[src/rtl/vqn_pkg.sv]
// package for the nearest codeword search block
// fixed widths, commands and controller states; no dependencies
package vqn_pkg;
  localparam int CodeW = 16;
  localparam int LatW = 8;
  localparam int IdxW = 9;
  localparam int PosW = 6;
  localparam int DistW = 64;
  localparam logic [DistW-1:0] StartDist = 64'd6553600000;
  localparam logic [1:0] AddrScale = 2'd0;

  typedef enum logic {CMD_LOAD = 1'b0, CMD_QUERY = 1'b1} cmd_t;
  typedef enum logic [1:0] {ST_IDLE, ST_RUN, ST_DONE} state_t;

  typedef struct packed {
    logic start;
    logic step;
  } cell_ctl_t;
endpackage

[src/rtl/vqn_cell.sv]
// one distance cell: squares one difference a cycle and accumulates
// uses vqn_pkg
module vqn_cell (
  input  logic                              clk,
  input  vqn_pkg::cell_ctl_t                ctl,
  input  logic signed [vqn_pkg::CodeW-1:0]  q,
  input  logic signed [vqn_pkg::CodeW-1:0]  c,
  output logic        [vqn_pkg::DistW-1:0]  acc
);
  logic signed [vqn_pkg::CodeW:0] d;
  logic [2*vqn_pkg::CodeW+1:0] sq;
  logic sq_v;
  logic [vqn_pkg::DistW-1:0] acc_next;

  always_comb begin
    acc_next = acc;
    if (ctl.start) acc_next = '0;
    else if (sq_v) acc_next = acc + vqn_pkg::DistW'(sq);
  end

  always_ff @(posedge clk) begin
    d <= {q[vqn_pkg::CodeW-1], q} - {c[vqn_pkg::CodeW-1], c};
    sq <= (2*vqn_pkg::CodeW+2)'(d * d);
    sq_v <= ctl.step & ~ctl.start;
    acc <= acc_next;
  end
endmodule

[config.mk]
export PLATFORM = sky130hd
export DESIGN_NAME = vqn_cell
export DESIGN_NICKNAME = d
export VERILOG_FILES = /design/src/rtl/vqn_pkg.sv /design/src/rtl/vqn_cell.sv
export SDC_FILE = /design/constraint.sdc
export NUM_CORES = 1
export LEC_CHECK = 0
export BUFFER_PORTS_ARGS = -buffer_cell sky130_fd_sc_hd__buf_2
export CAP_MARGIN = 15
export CORE_AREA = 5 5 207 209
export DETAILED_ROUTE_END_ITERATION = 7
export DIE_AREA = 0 0 212 214
export PLACE_DENSITY = 0.61
export SYNTH_ARGS = -nofsm -noshare
export SYNTH_HDL_FRONTEND = slang
export SYNTH_SLANG_ARGS = --single-unit
[constraint.sdc]
create_clock -name clk -period 14.72 [get_ports clk]
set_input_delay 4.416 -clock clk [delete_from_list [all_inputs] [get_ports clk]]
set_output_delay 4.416 -clock clk [all_outputs]
set_load 0.005 [all_outputs]
Word level (Yosys, flattened, before mapping)

Index checks and enable logic that the tools add are counted.

Register bits after elaboration: 116
Input port bits: 35
Output and inout port bits: 64
Word-level logic and storage cells: 9

Add/subtract/negate cells: 2
$mul: 1
Bitwise operators: 2

Operator list:

| cell                         | number |
|---|---|
| adder 64 x 34 -> 64 bit      | 1 |
| multiplier 17 x 17 -> 34 bit | 1 |
| subtractor 16 x 16 -> 17 bit | 1 |
| bitwise AND 1 bit            | 1 |
| NOT 1 bit                    | 1 |

Logic depth before layout (Yosys ltp)

Gate-level depths: netlist of run 1.

Word-level depth: 2
Depth in mapped cells: 24
Gate-level depth less buffers: 24

Least setup slack after synthesis of run 1

Ideal clock, no wire load.

Path kind: input -> register
Start point: input port c[2] (netlist bit)
End point: register d[14] (netlist bit)
Setup time: 0.131 ns
Arrival: 6.410 ns
Required time: 14.589 ns
Setup slack: 8.179 ns
Cell stages on the path: 11
Buffers on the path: 0
Path through: inv_1 > ha_1 > nor2b_1 > o21ai_0 > a21oi_1 > o211ai_1 > a21oi_1 > a2111oi_0 > nor3_1 > a2111oi_0 > nor3_1

Word-level cells in the longest chain between the ends: 1

RTL lines:

| element                      | line           | text |
|---|---|---|
| start, declared              | vqn_cell.sv:7  | `input logic signed [vqn_pkg::CodeW-1:0] c,` |
| subtractor 16 x 16 -> 17 bit | vqn_cell.sv:22 | `d <= {q[vqn_pkg::CodeW-1], q} - {c[vqn_pkg::CodeW-1], c};` |
| end signal, assigned         | vqn_cell.sv:22 |  |
| end, declared                | vqn_cell.sv:10 | `logic signed [vqn_pkg::CodeW:0] d;` |

Every way passes these cells.
A chain may end at the register's enable or synchronous reset.

Worst setup path after layout of run 1

Start point: register d[16] (netlist bit)
End point: register sq[33] (netlist bit)

Word-level cells in the longest chain between the ends: 1

RTL lines:

| element                      | line           | text |
|---|---|---|
| multiplier 17 x 17 -> 34 bit | vqn_cell.sv:23 | `sq <= (2*vqn_pkg::CodeW+2)'(d * d);` |
| end signal, assigned         | vqn_cell.sv:23 |  |
| end, declared                | vqn_cell.sv:11 | `logic [2*vqn_pkg::CodeW+1:0] sq;` |

Every way passes these cells.

==> results.tsv, run 1 <==
stage	metric	value	unit
timing	rsz0062_at_grt	false	
timing	tns	0	ns
timing	skew	0.0184	ns
clock_network	cts_setup_buffers	0	
global_route	grt_overflow	0	
global_route	grt_pass1_wl	61800	um
detailed_routing	via_per_inst	4.86	
worst_setup_path	reg2reg_depth	17	
finish	syn2layout_area_growth	9.83	%
global_route	grt.total_usage	0.166	
outcome	outcome	complete, no violations	
placed_design	portBuffers	98	
synth	synthCells	1773	
detailed_routing	maxUsedRoutingLayer	met4	
global_route	grt_pass1_vias	12400	
detailed_routing	drtAntennaViolNets	0	
synth	seq_area_frac_synth	0.143	
hold_path	worst_hold_path_type	flop to flop	
detailed_routing	wire_per_inst	15.0	um
floorplanning	coreArea	40600	um^2
detailed_routing	dr.pass1.iters	6	
synth	synth_area_per_cell	9.09	um^2
detailed_routing	wl_met3	1650	um
placed_design	gp_congestion	0.879	
clock_network	clock_latency	0.45	ns
worst_setup_path	worst_r2r_endpoint	sq[33]	
worst_setup_path	reg2reg_from	d[16]	
finish	n_fill_cell	4004	
worst_setup_path	required	15.08	ns
synth	ys_warn_count	0	
clock_network	post_cts_resized	0	
clock_network	numCtsBuffers	17	
worst_setup_path	crit_path_end_kind	flop	
synth	ys_ff_latch	115	
detailed_routing	vias	11600	
clock_network	cts_tree	yes	
synth	synth_ff_type	dfxtp_1	
synth	synth_fp_nets	2219	
finish	diodes	0	
detailed_routing	routed_wirelength	35900	um
detailed_routing	dr_wl_met2	17100	um
clock_network	h-tree-depth	4	
synth	synth_edf_count	0	
detailed_routing	drt_iter0_drc	534	
clock_network	cts_root_buf	clkbuf_16	
worst_setup_path	critical_path.endpoint	sq[33]	
floorplanning	die_x	212	um
worst_setup_path	startpoint	d[16]	
clock_network	cts_hold_buf	0	
clock_network	clk_pin_slew	0.06	ns
global_route	grt_max_degree	70	
finish	final_cell_mix	399 x inv_1, 269 x fa_1, 142 x ha_1	
detailed_routing	met1_length	16500	um
timing	finalHoldViolCount	0	
floorplanning	die_y	214	um
clock_network	clkSinkCount	115	
floorplanning	start_util	0.397	
synth	synth_area	16100	um^2
finish	nNetsFinal	2297	
timing	maxSlewHeadroom	0.364	
worst_setup_path	critPathMaxStageDelay	1.00	ns
clock_network	ctsLongestPathBuffers	2	
worst_setup_path	critPathKind	flop to flop	
floorplanning	rows	74	
synth	synthArstFlopShare	0	
worst_setup_path	path_max_fanout	32	
worst_setup_path	start_kind	flop	
worst_setup_path	path_cells	and2_1 > fa_1 > fa_1 > inv_1 > fa_1 > fa_1 > fa_1 > fa_1 > inv_1 > ha_1 > a21o_1 > a21oi_1 > o21a_1 > o311ai_0 > a31o_2 > a21oi_1 > xnor2_1	
finish	mostFrequentLayoutCell	inv_1	
placed_design	hpwl	29000	um
worst_setup_path	critical-path-slowest-cell	fa_1	
timing	worst_slew_pin_slew	0.953	ns
timing	slew_viol_final	0	
worst_setup_path	rrSetupSlack	7.72	ns
timing	setup-violations-final	0	
floorplanning	die_area	45400	um^2
finish	drive_above_1_share	0.0869	
synth	yosysUniqueCellTypes	73	
global_route	antenna_found_initial	0	
floorplanning	ios	99	
timing	period_needed	7.00	ns
detailed_routing	drc_errors	0	
timing	max_clock_freq	0.143	GHz
timing	finalCritPeriodShare	0.475	
worst_setup_path	cp.arrival	7.36	ns
worst_setup_path	crit_top_cell	fa_1	
run	maxCapViolCount	0	
==> cells in the mapped netlist, drive strengths merged (2+ instances only) <==
master	instances	area (um^2)
a21boi	3	22.5
a211oi	14	110
and4	4	35.0
o21bai	8	60.1
a21oi	64	324
and4b	2	20.0
xnor2	81	709
clkbuf	35	131
o31ai	2	15.0
nor2	124	465
and3	21	131
nand4	7	43.8
xor2	31	272
dfxtp	115	2300
a31o	4	35.0
o21ai	35	175
ha	142	1780
o22ai	6	37.5
o2111ai	4	35.0
o211ai	4	35.0
a31oi	8	65.1
buf	8	43.8
o21a	15	113
nor4	8	101
a21o	24	180
a2111oi	4	53.8
nor2b	17	106
a41oi	4	35.0
nor3	19	131
nand2b	14	87.6
or3	7	43.8
or2	4	25.0
o311ai	6	52.6
mux2i	24	240
o221ai	4	41.3
and2	60	375
a211o	3	26.3
nor3b	4	30.0
nand2	125	469
fa	269	5390
nand3	27	140
inv	399	1500
==> metrics by stage <==
stage               area, um^2  hold WS (ns)  std cells  utilization  worst slack [ns]
floorplan                16100         0.412       1773            -              8.18
global placement         17100         0.485       2364        0.422              7.81
detailed placement       17100         0.500       2364        0.422              7.61
CTS                      17700         0.509       2396        0.436              7.61
global route             17700         0.532       2396        0.436              7.11
finish                   17700         0.500       2396        0.436              7.72
==> area by class of cell <==
cell class	instances	area, um^2	area share
sequential	115	2300	0.130
clock buffer	17	425	0.0240
inverter	399	1500	0.0846
timing repair buffer	102	520	0.0294
multi-input combinational	1216	12100	0.686
tap	532	666	0.0376
clock inverter	15	148	0.00834
==> state kept, by name (all words and copies together), names as in the netlist <==
name and count:
acc 64, sq 33, d 17, sq_v 1
==> routing by layer <==
metal  track usage  vias up
met1         0.224     5669
met4        0.0440        0
met5             0        -
met2         0.276      212
met3        0.0304       50
li1              -     5709
==> worst min path at each step <==
| stage | start | endpoint | slack, ns | cells after the start |
|---|---|---|---|---|
| floorplan | d[0] | sq[0] | 0.41 | 0 |
| CTS | acc[35] | acc[35] | 0.51 | 2 |
| global route | acc[28] | acc[28] | 0.53 | 2 |
| finish | acc[35] | acc[35] | 0.50 | 2 |
| detailed placement | acc[35] | acc[35] | 0.50 | 2 |
| global placement | acc[35] | acc[35] | 0.48 | 2 |
==> worst max-delay path, delay by kind of cell, from the launching register on <==
kind / cells / cell delay (ns)
buffers and inverters: 2 / 0.19
adders and majority gates: 7 / 3.94
DFF: 1 / 0.94
AOI/OAI and AO/OA: 6 / 1.32
and+or+nand+nor: 1 / 0.37
xor gates and xnor gates: 1 / 0.15
==> cell families after synthesis <==
logic type	Yosys count	share of synthesized area
compound gates	221	0.0937
mux	24	0.0149
xor+xnor	112	0.0608
buf+inv	442	0.104
flops	115	0.143
fa+ha+maj	411	0.444
simple gates	448	0.140
Power of run 1 is not shown: default switching activity piles up to over one toggle a cycle in this logic, so the estimate is an artifact.
==> inputs of run 2 (changes only) <==
==> constraint.sdc (replaced) <==
create_clock -name clk -period 6.97 [get_ports clk]
set_input_delay 2.091 -clock clk [delete_from_list [all_inputs] [get_ports clk]]
set_output_delay 2.091 -clock clk [all_outputs]
set_load 0.005 [all_outputs]
==> results.tsv, run 2 (synthesized netlist as in run 1, its figures left out) <==
stage	metric	value	unit	change
finish	mostFrequentLayoutCell	inv_1		
detailed_routing	via_per_inst	4.78		-1.5%
timing	setup-violations-final	0		unchanged
global_route	grt_pass1_wl	60500	um	-2.1%
clock_network	cts_tree	yes		
timing	tns	0	ns	unchanged
clock_network	clock_latency	0.45	ns	about the same
detailed_routing	wire_per_inst	14.6	um	-2.3%
worst_setup_path	path_max_fanout	12		-63%
floorplanning	die_area	45400	um^2	unchanged
global_route	grt_overflow	0		unchanged
finish	reg_top3	acc: 64 flops, sq: 33 flops, d: 17 flops		
placed_design	gp_congestion	0.866		-1.5%
worst_setup_path	path_delay_family	adder cells		
worst_setup_path	critical-path-slowest-cell	dfxtp_1		
global_route	grt.total_usage	0.162		-0.00371
detailed_routing	drt_iter0_drc	532		-0.37%
run	maxCapViolCount	0		unchanged
finish	n_fill_cell	3978		-0.65%
clock_network	numCtsBuffers	17		unchanged
floorplanning	rows	74		unchanged
detailed_routing	routed_wirelength	35300	um	-1.7%
placed_design	portBuffers	98		unchanged
floorplanning	die_x	212	um	unchanged
worst_setup_path	start_kind	flop		
timing	rsz0062_at_grt	false		
finish	regMostFlops	acc		
floorplanning	start_util	0.397		unchanged
clock_network	ctsLongestPathBuffers	2		unchanged
clock_network	cts_setup_buffers	0		unchanged
detailed_routing	vias	11500		-0.92%
worst_setup_path	path_cells	nand2_1 > inv_1 > fa_1 > inv_1 > fa_1 > fa_1 > inv_1 > fa_1 > fa_1 > inv_1 > fa_1 > inv_1 > ha_1 > nand4_1 > nor2_1 > nand2_1 > o211ai_1 > o21ai_0 > o311ai_0 > a31o_2 > a21oi_1 > xnor2_1		
worst_setup_path	required	7.27	ns	-7.81 ns
timing	finalCritPeriodShare	0.939		+0.464
worst_setup_path	path_buf_inv	5		+3
placed_design	hpwl	29700	um	+2.5%
timing	maxSlewHeadroom	0.432		+0.0679
worst_setup_path	crit_path_end_kind	flop		
finish	nNetsFinal	2314		+0.74%
finish	final_cell_mix	399 x inv_1, 269 x fa_1, 142 x ha_1		
finish	syn2layout_area_growth	11.0	%	
finish	multi_input_area	12200	um^2	about the same
clock_network	post_cts_resized	0		unchanged
timing	period_needed	6.55	ns	-0.451 ns
clock_network	cts_root_buf	clkbuf_16		
floorplanning	coreArea	40600	um^2	unchanged
clock_network	cts_hold_buf	0		unchanged
global_route	grt_pass1_vias	12100		-2.3%
detailed_routing	dr.pass1.iters	5		-1
worst_setup_path	critPathKind	flop to flop		
floorplanning	die_y	214	um	unchanged
finish	drive_above_1_share	0.0979		+0.0110
global_route	grt_max_degree	70		unchanged
detailed_routing	drtAntennaViolNets	0		unchanged
clock_network	h-tree-depth	4		unchanged
timing	finalHoldViolCount	0		unchanged
floorplanning	ios	99		unchanged
hold_path	worst_hold_path_type	flop to flop		
clock_network	clkSinkCount	115		unchanged
timing	slew_viol_final	0		unchanged
finish	post-route-util	0.440		+0.00477
global_route	antenna_found_initial	0		unchanged
outcome	outcome	complete, no violations		
timing	max_clock_freq	0.153	GHz	+6.9%
worst_setup_path	cp.arrival	6.85	ns	-0.51 ns
worst_setup_path	crit_top_cell	fa_1		
timing	skew	0.0220	ns	+0.00359 ns
worst_setup_path	critPathMaxStageDelay	0.64	ns	-0.36 ns
detailed_routing	drc_errors	0		unchanged
finish	diodes	0		unchanged
clock_network	clk_pin_slew	0.05	ns	about the same
finish	largest_reg_flops	64		unchanged
timing	worst_slew_pin_slew	0.850	ns	-0.103 ns
finish	ff_latch_area	2310	um^2	+0.33%
[run 2: cell types whose count changed in the layout (fill, tap and decap cells not counted), moves of 2 or more]
| cell | previous run | this run |
|---|---|---|
| inv_6 | 5 | 3 |
| dfxtp_1 | 114 | 108 |
| bufinv_16 | 1 | 4 |
| inv_8 | 2 | 0 |
| dfxtp_2 | 1 | 7 |
| clkbuf_8 | 0 | 2 |
| buf_4 | 4 | 21 |
[run 2: worst min-delay path, cell delays in order (launching register included)]
cell      delay (ns)
dfxtp_1         0.32
nor2_1          0.08
a311oi_1        0.05
[run 2: path summary, 6_finish.rpt]
| kind | startpoint | endpoint | slack, ns | cells after the start |
|---|---|---|---|---|
| setup / recovery | d[2] | sq[33] | 0.42 | 22 |
| hold / removal | acc[31] | acc[31] | 0.50 | 2 |
| setup reg to reg | d[2] | sq[33] | 0.42 | 22 |
| hold reg to reg | acc[31] | acc[31] | 0.50 | 2 |
[run 2: through the flow]
| stage | area (um^2) | hold WS, ns | worst slack [ns] | cells |
|---|---|---|---|---|
| 2_1_floorplan | 16100 | 0.412 | 0.609 | 1773 |
| 3_3_place_gp | 17300 | 0.487 | 0.320 | 2381 |
| 3_5_place_dp | 17300 | 0.498 | 0.243 | 2381 |
| 4_1_cts | 17900 | 0.504 | 0.215 | 2411 |
| 5_1_grt | 17900 | 0.529 | 0.0410 | 2411 |
| 6_report | 17900 | 0.503 | 0.422 | 2411 |
[run 2: layout make-up]
| type | count | share of cell area |
|---|---|---|
| inverters | 399 | 0.0837 |
| flip-flops and latches | 115 | 0.129 |
| repair buffers | 119 | 0.0362 |
| clock buffers | 19 | 0.0253 |
| clock inverters | 11 | 0.00985 |
| multi-input cells | 1216 | 0.679 |
| well taps | 532 | 0.0372 |
[run 2: metal layers]
layer  vias to the layer above  GRT usage  routed length [um]
li1                       5746          -                   -
met5                         -          0                   0
met3                        22     0.0237                1090
met2                       161      0.275               17200
met4                         0     0.0350                 421
met1                      5604      0.222               16600
Power of run 2 is left out for the same reason.
